## src/rtl/svde_pkg.sv

```systemverilog
// ----------------------------------------------------------------------------
// svde_pkg: shared types and constants of the sample delta varint encoder
// Holds the payload structs, the queue entry and the back-end state codes.
// ----------------------------------------------------------------------------
package svde_pkg;

	localparam int unsigned WORD_W    = 64;
	localparam int unsigned BYTE_W    = 8;
	localparam int unsigned APB_AW    = 3;
	localparam int unsigned APB_DW    = 32;
	localparam int unsigned QUEUE_CNT_W = 2;

	// Register index of record_type_code.
	localparam logic [APB_AW-3:0] REG_TYPE_CODE = '0;

	typedef struct packed {
		logic [WORD_W-1:0]        series_ref;
		logic signed [WORD_W-1:0] timestamp;
		logic [WORD_W-1:0]        value_bits;
		logic [WORD_W-1:0]        txn_id;
		logic                     first_of_batch;
	} sample_t;

	typedef struct packed {
		logic [BYTE_W-1:0] out_byte;
		logic              last_byte;
	} result_t;

	// One classified sample. For a batch start the words are the raw fields,
	// otherwise w0, w1 and w3 hold zigzag-mapped differences.
	typedef struct packed {
		logic              first;
		logic [BYTE_W-1:0] type_code;
		logic [WORD_W-1:0] w0;
		logic [WORD_W-1:0] w1;
		logic [WORD_W-1:0] w2;
		logic [WORD_W-1:0] w3;
	} entry_t;

	typedef struct packed {
		logic full;
		logic valid;
	} queue_status_t;

	typedef enum logic [5:0] {
		ST_IDLE = 6'b000001,
		ST_TYPE = 6'b000010,
		ST_W0   = 6'b000100,
		ST_W1   = 6'b001000,
		ST_W2   = 6'b010000,
		ST_W3   = 6'b100000
	} back_state_t;

	function automatic logic [WORD_W-1:0] zigzag(input logic [WORD_W-1:0] d);
		return {d[WORD_W-2:0], 1'b0} ^ {WORD_W{d[WORD_W-1]}};
	endfunction

endpackage

```

## src/rtl/svde_front.sv

```systemverilog
// ----------------------------------------------------------------------------
// svde_front: sample intake and classification
// Takes a sample, forms the zigzag-mapped differences against the previous
// sample and pushes the classified entry into the queue.
// ----------------------------------------------------------------------------
module svde_front import svde_pkg::*; (
	input  logic              clk,
	input  logic              arst_n,
	input  logic              in_valid,
	output logic              in_ready,
	input  sample_t           in_data,
	input  logic [BYTE_W-1:0] type_code,
	input  queue_status_t     q_status,
	output logic              push,
	output entry_t            push_data
);

	logic [WORD_W-1:0] prev_ref_q;
	logic [WORD_W-1:0] prev_time_q;
	logic [WORD_W-1:0] prev_txn_q;
	logic [WORD_W-1:0] d_ref;
	logic [WORD_W-1:0] d_time;
	logic [WORD_W-1:0] d_txn;

	assign in_ready = !q_status.full;
	assign push     = in_valid && in_ready;

	// Differences wrap modulo 2^64; the timestamp is taken as raw bits.
	assign d_ref  = in_data.series_ref - prev_ref_q;
	assign d_time = $unsigned(in_data.timestamp) - prev_time_q;
	assign d_txn  = in_data.txn_id - prev_txn_q;

	always_comb begin
		push_data.first     = in_data.first_of_batch;
		push_data.type_code = type_code;
		push_data.w2        = in_data.value_bits;
		if (in_data.first_of_batch) begin
			push_data.w0 = in_data.series_ref;
			push_data.w1 = $unsigned(in_data.timestamp);
			push_data.w3 = in_data.txn_id;
		end else begin
			push_data.w0 = zigzag(d_ref);
			push_data.w1 = zigzag(d_time);
			push_data.w3 = zigzag(d_txn);
		end
	end

	always_ff @(posedge clk or negedge arst_n) begin
		if (!arst_n) begin
			prev_ref_q  <= '0;
			prev_time_q <= '0;
			prev_txn_q  <= '0;
		end else if (push) begin
			prev_ref_q  <= in_data.series_ref;
			prev_time_q <= $unsigned(in_data.timestamp);
			prev_txn_q  <= in_data.txn_id;
		end
	end

endmodule

```

## src/rtl/svde_queue.sv

```systemverilog
// ----------------------------------------------------------------------------
// svde_queue: two-entry queue between front and back end
// Lets the front take a new sample while the back still serializes one.
// ----------------------------------------------------------------------------
module svde_queue import svde_pkg::*; (
	input  logic          clk,
	input  logic          arst_n,
	input  logic          push,
	input  entry_t        push_data,
	input  logic          pop,
	output queue_status_t status,
	output entry_t        head
);

	entry_t                 mem_q [2];
	logic                   wr_ptr_q;
	logic                   rd_ptr_q;
	logic [QUEUE_CNT_W-1:0] count_q;

	assign status.full  = (count_q == QUEUE_CNT_W'(2));
	assign status.valid = (count_q != '0);
	assign head         = mem_q[rd_ptr_q];

	always_ff @(posedge clk) begin
		if (push) begin
			mem_q[wr_ptr_q] <= push_data;
		end
	end

	always_ff @(posedge clk or negedge arst_n) begin
		if (!arst_n) begin
			wr_ptr_q <= 1'b0;
			rd_ptr_q <= 1'b0;
			count_q  <= '0;
		end else begin
			if (push) begin
				wr_ptr_q <= !wr_ptr_q;
			end
			if (pop) begin
				rd_ptr_q <= !rd_ptr_q;
			end
			case ({push, pop})
				2'b10:   count_q <= count_q + QUEUE_CNT_W'(1);
				2'b01:   count_q <= count_q - QUEUE_CNT_W'(1);
				default: count_q <= count_q;
			endcase
		end
	end

endmodule

```

## src/rtl/svde_back.sv

```systemverilog
// ----------------------------------------------------------------------------
// svde_back: byte serializer
// Walks the segments of one entry and drives one byte per unstalled cycle into
// the output register: type byte, fixed big-endian words or LSB-first varints.
// ----------------------------------------------------------------------------
module svde_back import svde_pkg::*; (
	input  logic          clk,
	input  logic          arst_n,
	input  queue_status_t q_status,
	input  entry_t        head,
	output logic          pop,
	output logic          out_valid,
	input  logic          out_ready,
	output result_t       out_data
);

	back_state_t       state_q;
	back_state_t       state_d;
	logic              first_q;
	logic [BYTE_W-1:0] type_q;
	logic [WORD_W-1:0] w1_q;
	logic [WORD_W-1:0] w2_q;
	logic [WORD_W-1:0] w3_q;
	logic [WORD_W-1:0] sh_q;
	logic [WORD_W-1:0] sh_d;
	logic [2:0]        cnt_q;
	logic [2:0]        cnt_d;
	logic              out_valid_q;
	result_t           out_q;
	logic              adv;
	logic              emit;
	logic              fixed;
	logic              seg_done;
	logic              more;
	logic [BYTE_W-1:0] byte_d;
	logic              last_d;

	assign adv   = !out_valid_q || out_ready;
	assign emit  = adv && (state_q != ST_IDLE);
	assign fixed = first_q || (state_q == ST_W2);
	assign more  = |sh_q[WORD_W-1:7];

	always_comb begin
		state_d  = state_q;
		sh_d     = sh_q;
		cnt_d    = cnt_q;
		byte_d   = '0;
		last_d   = 1'b0;
		seg_done = 1'b0;
		pop      = 1'b0;
		unique case (state_q)
			ST_IDLE: begin
				pop = q_status.valid;
			end
			ST_TYPE: begin
				byte_d = type_q;
				if (adv) begin
					state_d = ST_W0;
				end
			end
			ST_W0, ST_W1, ST_W2, ST_W3: begin
				if (fixed) begin
					byte_d   = sh_q[WORD_W-1 -: BYTE_W];
					seg_done = (cnt_q == 3'd7);
				end else begin
					byte_d   = {more, sh_q[6:0]};
					seg_done = !more;
				end
				if (emit) begin
					sh_d  = fixed ? {sh_q[WORD_W-BYTE_W-1:0], {BYTE_W{1'b0}}}
					              : {7'd0, sh_q[WORD_W-1:7]};
					cnt_d = cnt_q + 3'd1;
					if (seg_done) begin
						cnt_d = '0;
						unique case (state_q)
							ST_W0: begin
								state_d = ST_W1;
								sh_d    = w1_q;
							end
							ST_W1: begin
								state_d = ST_W2;
								sh_d    = w2_q;
							end
							ST_W2: begin
								state_d = ST_W3;
								sh_d    = w3_q;
							end
							default: begin
								// Final segment: take the next entry straight away.
								last_d  = 1'b1;
								state_d = ST_IDLE;
								pop     = q_status.valid;
							end
						endcase
					end
				end else begin
					last_d = seg_done && (state_q == ST_W3);
				end
			end
			default: begin
				state_d = ST_IDLE;
			end
		endcase
		if (pop) begin
			state_d = head.first ? ST_TYPE : ST_W0;
			sh_d    = head.w0;
			cnt_d   = '0;
		end
	end

	always_ff @(posedge clk or negedge arst_n) begin
		if (!arst_n) begin
			state_q     <= ST_IDLE;
			out_valid_q <= 1'b0;
		end else begin
			state_q <= state_d;
			if (adv) begin
				out_valid_q <= emit;
			end
		end
	end

	always_ff @(posedge clk) begin
		sh_q  <= sh_d;
		cnt_q <= cnt_d;
		if (pop) begin
			first_q <= head.first;
			type_q  <= head.type_code;
			w1_q    <= head.w1;
			w2_q    <= head.w2;
			w3_q    <= head.w3;
		end
		if (emit) begin
			out_q.out_byte  <= byte_d;
			out_q.last_byte <= last_d;
		end
	end

	assign out_valid = out_valid_q;
	assign out_data  = out_q;

endmodule

```

## src/rtl/sample_delta_varint_encoder_top.sv

```systemverilog
// A sample accepted at an idle block goes through the queue and the serializer
// registers to the output register. The output carries one byte per cycle unless
// stalled or empty; a sample is 33 bytes at a batch start and 11 to 38 otherwise.
// A two-entry queue lets the next samples be taken while a sample is serialized.
// Reset is asynchronous: previous fields and record_type_code clear to zero,
// the queue and output empty; no clearing pass follows.
// ----------------------------------------------------------------------------
// sample_delta_varint_encoder_top: delta, zigzag and varint sample encoder
// Turns time-series samples into an encoded byte stream with an APB register
// for the batch record type byte.
// ----------------------------------------------------------------------------
module sample_delta_varint_encoder_top import svde_pkg::*; (
	input  logic              clk,
	input  logic              arst_n,
	input  logic              in_valid,
	output logic              in_ready,
	input  sample_t           in_data,
	output logic              out_valid,
	input  logic              out_ready,
	output result_t           out_data,
	input  logic              psel,
	input  logic              penable,
	input  logic              pwrite,
	input  logic [APB_AW-1:0] paddr,
	input  logic [APB_DW-1:0] pwdata,
	output logic [APB_DW-1:0] prdata,
	output logic              pready
);

	logic [BYTE_W-1:0] type_code_q;
	logic              reg_hit;
	logic              push;
	entry_t            push_data;
	logic              pop;
	queue_status_t     q_status;
	entry_t            head;

	assign pready  = 1'b1;
	assign reg_hit = (paddr[APB_AW-1:2] == REG_TYPE_CODE);
	assign prdata  = reg_hit ? {{(APB_DW-BYTE_W){1'b0}}, type_code_q} : '0;

	always_ff @(posedge clk or negedge arst_n) begin
		if (!arst_n) begin
			type_code_q <= '0;
		end else if (psel && penable && pwrite && pready && reg_hit) begin
			type_code_q <= pwdata[BYTE_W-1:0];
		end
	end

	svde_front u_front (
		.clk       (clk),
		.arst_n    (arst_n),
		.in_valid  (in_valid),
		.in_ready  (in_ready),
		.in_data   (in_data),
		.type_code (type_code_q),
		.q_status  (q_status),
		.push      (push),
		.push_data (push_data)
	);

	svde_queue u_queue (
		.clk       (clk),
		.arst_n    (arst_n),
		.push      (push),
		.push_data (push_data),
		.pop       (pop),
		.status    (q_status),
		.head      (head)
	);

	svde_back u_back (
		.clk       (clk),
		.arst_n    (arst_n),
		.q_status  (q_status),
		.head      (head),
		.pop       (pop),
		.out_valid (out_valid),
		.out_ready (out_ready),
		.out_data  (out_data)
	);

endmodule

```

## config.mk

```make
export PLATFORM = sky130hd
export DESIGN_NAME = sample_delta_varint_encoder_top
export DESIGN_NICKNAME = d
export VERILOG_FILES = /design/src/rtl/svde_pkg.sv /design/src/rtl/svde_front.sv /design/src/rtl/svde_queue.sv /design/src/rtl/svde_back.sv /design/src/rtl/sample_delta_varint_encoder_top.sv
export SDC_FILE = /design/constraint.sdc
export NUM_CORES = 2
export LEC_CHECK = 0
export BUFFER_PORTS_ARGS = -buffer_cell sky130_fd_sc_hd__buf_2
export CORE_ASPECT_RATIO = 1.75
export CORE_UTILIZATION = 30
export DETAILED_ROUTE_END_ITERATION = 8
export HOLD_SLACK_MARGIN = 0.06
export PLACE_DENSITY_LB_ADDON = 0.2
export SLEW_MARGIN = 20
export SYNTH_ARGS = -nofsm -noshare
export SYNTH_HDL_FRONTEND = slang
export SYNTH_SLANG_ARGS = --single-unit
```

## constraint.sdc

```tcl
create_clock -name clk -period 13.8 [get_ports clk]
set_input_delay 0.69 -clock clk [delete_from_list [all_inputs] [get_ports clk]]
set_output_delay 0.69 -clock clk [all_outputs]
set_load 0.03 [all_outputs]
```

## Word-level counts from Yosys, hierarchy flattened

Memory sizes are Yosys's and may differ from the RTL's.
Index checks and enable logic that the tools add are counted.

| storage, ports and cells | value |
|---|---|
| register bits | 488 |
| RAM bits | 530 |
| memories | 1 |
| logic and storage cells | 96 |
| output and inout port bits | 44 |

Memory list:

| name | depth | width | read ports | clocked after memory_dff | write ports | line | text |
|---|---|---|---|---|---|---|---|
| u_queue.mem_q | 2 | 265 | 1 | 0 | 1 | svde_queue.sv:15 | `entry_t mem_q [2];` |

| operators by class | value |
|---|---|
| bitwise logic cells | 4 |
| eq/ne operators | 15 |
| reduce and logical (&&, ||, !) cells | 23 |
| $add $sub $neg | 6 |
| mux-type cells | 29 |

Operators with widths:

| operator | number |
|---|---|
| $mux 64 | 6 |
| $pmux 64 s3 | 1 |
| $sub 64x64->64 | 3 |
| $xor 64x64->64 | 3 |
| $mux 128 | 1 |
| $reduce_or 57->1 | 1 |
| $pmux 6 s3 | 2 |
| $mux 6 | 4 |
| $mux 8 | 2 |
| $pmux 8 s2 | 1 |
| $mux 1 | 8 |
| $reduce_bool 2->1 | 4 |
| $eq 6x1->1 const B | 1 |
| $eq 6x2->1 const B | 1 |
| $eq 6x3->1 const B | 1 |
| $eq 6x4->1 const B | 1 |
| $eq 6x5->1 const B | 1 |
| $eq 6x6->1 const B | 1 |
| $mux 3 | 2 |
| $ne 3x1->1 const B | 2 |
| $ne 6x1->1 const B | 1 |
| $reduce_and 2->1 | 3 |
| $logic_and 1x1->1 | 5 |
| $logic_not 1->1 | 5 |
| other kinds (15) | 17 |

## Logic depth before layout (Yosys ltp)

| logic depth | value |
|---|---|
| word-level depth | 9 |
| depth in mapped cells | 16 |
| depth with buffers taken out | 14 |

## Hierarchy

Synthesis repeated with hierarchy kept, for this count alone.

| second synthesis, totals | value |
|---|---|
| cell total of the unflattened synthesis | 4727 |
| area, all modules | 56701.9 um2 |

Modules (own cells, without submodules):

| module | cells each | times used | area an instance (um2) |
|---|---|---|---|
| svde_front | 3082 | 1 | 23537.6 |
| svde_queue | 841 | 1 | 20362.0 |
| svde_back | 752 | 1 | 12223.0 |
| sample_delta_varint_encoder_top | 52 | 1 | 579.3 |

## Least setup slack after synthesis

OpenSTA, ideal clock, no wires.

| path | value |
|---|---|
| path kind | register -> register |
| from | register u_queue.count_q[0] |
| to | memory u_queue.mem_q[0][0] (netlist name), enable pin |
| path buffers | 2 |
| setup slack | 0.672 ns |
| setup time | 0.897 ns |
| period minus slack after synthesis | 13.128 ns |
| arrival time | 12.230 ns |
| data required time | 12.903 ns |
| cell stages (with the launch flop) | 6 |
| path through | dfrtp_1 -> nand2b_1 -> nand2_1 -> clkbuf_1 -> clkbuf_1 -> nor2_1 |

| between the ends | value |
|---|---|
| word-level cells in the longest chain between the ends | 5 |

Ends and longest elaborated chain:

| element | line | text |
|---|---|---|
| start: declaration | svde_queue.sv:18 | `logic [QUEUE_CNT_W-1:0] count_q;` |
| start signal: assignment | svde_queue.sv:43 | `2'b10: count_q <= count_q + QUEUE_CNT_W'(1);` |
| start signal: assignment | svde_queue.sv:44 | `2'b01: count_q <= count_q - QUEUE_CNT_W'(1);` |
| start signal: assignment | svde_queue.sv:45 | `default: count_q <= count_q;` |
| $eq 2x2->1 | svde_queue.sv:20 | `assign status.full = (count_q == QUEUE_CNT_W'(2));` |
| $logic_not 1->1 | svde_front.sv:25 | `assign in_ready = !q_status.full;` |
| net in_ready | sample_delta_varint_encoder_top.sv:16 | `output logic in_ready,` |
| $logic_and 1x1->1 | svde_front.sv:26 | `assign push = in_valid && in_ready;` |
| $mux 1 | svde_queue.sv:25 | `if (push) begin` |
| $mux 1 (implied by the code) | svde_queue.sv:26 | `mem_q[wr_ptr_q] <= push_data;` |
| end: declaration | svde_queue.sv:15 |  |

The timed path passes the listed nets, and every way through them passes these cells.

## Worst setup path in the final report

| path | value |
|---|---|
| from | register u_back.state_q[3] |
| to | register u_back.w3_q[56], enable pin |

| between the ends | value |
|---|---|
| word-level cells in the longest chain between the ends | 7 |
| elaborated cells on any way between the ends | 16 |
| classes of those cells | eq/ne (6); mux (6); reduce/logical (4) |

Ends and longest elaborated chain:

| element | line | text |
|---|---|---|
| start: declaration | svde_back.sv:17 | `back_state_t state_q;` |
| start signal: assignment | svde_back.sv:116 | `state_q <= state_d;` |
| $eq 6x5->1 | svde_back.sv:40, svde_back.sv:51, svde_back.sv:75 |  |
| $logic_or 1x1->1 | svde_back.sv:40 | `assign fixed = first_q \|\| (state_q == ST_W2);` |
| $mux 1 | svde_back.sv:62 | `if (fixed) begin` |
| $mux 1 | svde_back.sv:51 | `unique case (state_q)` |
| $mux 1 | svde_back.sv:73 | `if (seg_done) begin` |
| $mux 1 | svde_back.sv:69 | `if (emit) begin` |
| $pmux 1 s2 (*) | svde_back.sv:51 |  |
| end signal: assignment | svde_back.sv:131 | `w3_q <= head.w3;` |
| end: declaration | svde_back.sv:23 | `logic [WORD_W-1:0] w3_q;` |

Every way passes the cells marked *; elsewhere a longest branch is shown, timed or not. The select of a mux whose other input is x is not followed.
A chain may end at the register's enable or synchronous reset.

==> results.toml <==
[drt]
maxUsedRoutingLayer = "met5"
met3WireLength_um = 7970
viasPerCell = 5.02
drc = 0
wl_met1_um = 66700
dr.pass1.iters = 8
drt_iter0_drc = 2542
routedWlPerCell_um = 24.3
vias = 36110
routed_wl_um = 175000
wl_met2_um = 92200
ant_nets = 0

[global_routing]
overflow = 0
first_global_vias = 36690
grt_max_degree = 129
antenna_found_initial = 50
grt_usage_pct = 18.8
grt_pass1_wl_um = 250000

[cts]
h-tree-depth = 3
path_clk_slew_ns = 0.07
clock_latency_ns = 0.70
cts_buffers = 101
cts_buffer_depth = 3
cts_root_buf = "clkbuf_16"
cts_setup_buffers = 0
clock-sinks = 1018
cts_tree = "built"

[place]
dpl_cell_area_um2 = 58000
place_hpwl_um = 131000
place_ws_ns = 7.05
dp_cells = 6984
port_buffers = 291
routabilityCongestion = 0.931

[sta]
finalWorstPathRequiredPeriod_ns = 6.68
max_freq_mhz = 150
rsz0062_at_grt = "no"
finalSetupViolations = 0
hold_viol = 0
fin_worst_skew_ns = 0.0308
finalWorstSetupSlack_ns = 7.12
slew_headroom_pct = 26.7
finalCritPeriodShare_pct = 48.4
worstMarginPinSlew_ns = 1.10
drv_slew = 0
fin_tns_setup_ns = 0

[min_path]
worst_hold_path.endpoint = "u_queue.mem_q[0][110]"
min_path_cells = 1
hold_class = "input pin to flip-flop"
min_from = "in_data[111]"

[synth]
synth_top_area_share_pct = 44.5
synth_warnings = 0
synth-simple-area-share_pct = 7.82
synth-edff-count = 804
synth-compound-area-share_pct = 10.4
synth_cells = 4506
ys.flop_type = "edfxtp_1"
synthMuxAreaShare_pct = 12.6
ys_ff_latch = 1018
synth-seq-area-share_pct = 54.3
synth-adder-area-share_pct = 4.56
synth_top_family_by_area = "multiplexers"
synth-async-reset-ratio_pct = 20.7
syn_avg_cell_area_um2 = 12.0
synth-xor-area-share_pct = 6.21
synth_cell_types = 88
synthTopCellsByArea = "edfxtp_1 44%, mux2_2 11%, dfrtp_1 9.7%, ha_1 4.4%, xnor2_1 4.4%"
synth_area_um2 = 54300
yosysTopAreaCell = "edfxtp_1"

[finish]
drive_gt1_share_pct = 22.6
final_cell_count_no_fill = 7187
final_util_pct = 34.2
area_growth_pct = 13.2
fillers = 18230
layout_commonest_cell = "edfxtp_1"
nets = 5192
final_cell_mix = "804 x edfxtp_1, 543 x mux2_2, 381 x nand2_1"
final_area_um2 = 61500

[worst_setup_path]
path_common_cell = "buf_4"
path_class = "flip-flop to flip-flop"
cp.required_ns = 14.11
critical_path.slowest_cell = "buf_4"
max_stage_delay_ns = 0.82
worstPathArrival_ns = 6.99
path_max_fanout = 128
r2r_cells = 12
cp-end-kind = "flip-flop"
worstReg2RegEnd = "u_back.w3_q[56]"
crit_path_cell_trace = "nor2_1, and4b_2, buf_4, or2_2, buf_4, a21boi_1, nor3_1, o22ai_4, buf_4, inv_8, buf_4, buf_4"
r2r_setup_slack_ns = 7.12
r2r_start = "u_back.state_q[3]"
start_kind = "flip-flop"

[run]
drv_cap = 0

[die]
die_h_um = 565
ios = 343
die_w_um = 324
rows = 206
core_area_um2 = 180000
initial_core_util_pct = 30.2
die-area_um2 = 183000

[outcome]
status = "completed"

[pwr]
power_density_nw_per_um2 = 275
power.leakage_uw = 0.0233
ir_worst_vdd_v = 0.000182
==> stage by stage <==
step | total power, uW | hold slack, ns
after floorplan | 11800 | 0.394
after global placement | 14000 | 0.467
after detailed placement | 14100 | 0.474
after CTS | 17100 | 0.117
after global routing | 17900 | 0.158
final | 16900 | 0.184
==> sequential cells by signal, indices dropped and copies added, names as in the netlist <==
name,count
u_queue.rd_ptr_q,1
u_back.w2_q,64
u_queue.wr_ptr_q,1
u_back.out_data,9
u_queue.count_q,2
u_back.out_valid,1
u_queue.mem_q,530
u_back.sh_q,64
u_front.prev_time_q,64
u_back.first_q,1
type_code_q,8
u_back.w3_q,64
u_back.cnt_q,3
u_back.w1_q,64
u_back.state_q,6
u_front.prev_ref_q,64
u_back.type_q,8
u_front.prev_txn_q,64
==> worst max-delay path by stage <==
stage	to	slack, ns	from
after CTS	u_back.w1_q[56]	7.04	u_back.state_q[2]
after detailed placement	u_back.w3_q[56]	7.05	u_back.state_q[3]
after global placement	u_back.w3_q[56]	7.09	u_back.state_q[2]
final	u_back.w3_q[56]	7.12	u_back.state_q[3]
after global routing	u_back.w3_q[51]	6.65	u_back.state_q[2]
after floorplan	u_queue.mem_q[0][0]	0.67	u_queue.count_q[0]
==> metal layers <==
layer	track usage [%]	vias up
li1	-	16958
met1	21.1	17899
met2	35.0	912
met3	2.87	307
met4	7.62	34
met5	0	-
==> critical path, delay by kind of cell (launching register included) <==
family / cells / cell delay [ns]
simple gates: 4 / 1.39
buf+inv: 6 / 3.81
flops: 1 / 0.43
compound gates: 2 / 0.43
==> what timing repair did <==
item | 4_1_cts | 5_1_grt
endpoints found under the hold margin | 74 | 0
gates resized for setup | 0 | 0
hold buffers | 1 | 0
==> cell type report <==
type | count | area (um2) | area share [%]
tap | 2392 | 2990 | 4.87
clock inverter | 60 | 667 | 1.09
sequential | 1018 | 29500 | 48.0
clock buffer | 128 | 2700 | 4.40
multi-input combinational | 2993 | 22800 | 37.1
inverter | 247 | 940 | 1.53
antenna | 13 | 32.5 | 0.0529
timing repair buffer | 336 | 1860 | 3.03
==> cells in the mapped netlist, types with 12 or more instances <==
cell and n:
dfrtp_1 210, nor4_1 23, buf_2 12, buf_6 13, a21o_1 90, inv_1 245
edfxtp_1 804, nor2b_1 26, a222oi_1 64, xnor2_1 274, o21ai_1 29, ha_1 193
o21bai_1 30, mux2i_1 74, a211oi_1 18, o21ai_0 201, o211ai_1 21, nand2_1 382
a31oi_1 26, o21a_1 30, nor3_1 35, nand3_1 142, mux2_2 543, xor2_1 82
nand4_1 66, and3_1 15, nand2b_1 17, and4_1 12, clkbuf_1 207, a21oi_1 239
o31ai_1 12, nor2_1 158, buf_4 30
==> cell families (layout without fill, tap and decap cells) <==
logic type	after synthesis	after routing
adder cells (fa/ha/maj)	196	196
flip-flops	1018	1018
AND/OR/NAND/NOR	919	919
multiplexers	617	617
buffers and inverters	518	771
other	2	38
AO/OA/AOI/OAI	869	869
XOR/XNOR	367	367
==> power breakdown <==
part           internal [uW]  switching (uW)
Sequential              5360             595
Clock                   1620            1260
Combinational           3190            4870
Total                  10200            6730
No activity file was read; power rests on OpenSTA's default activity.
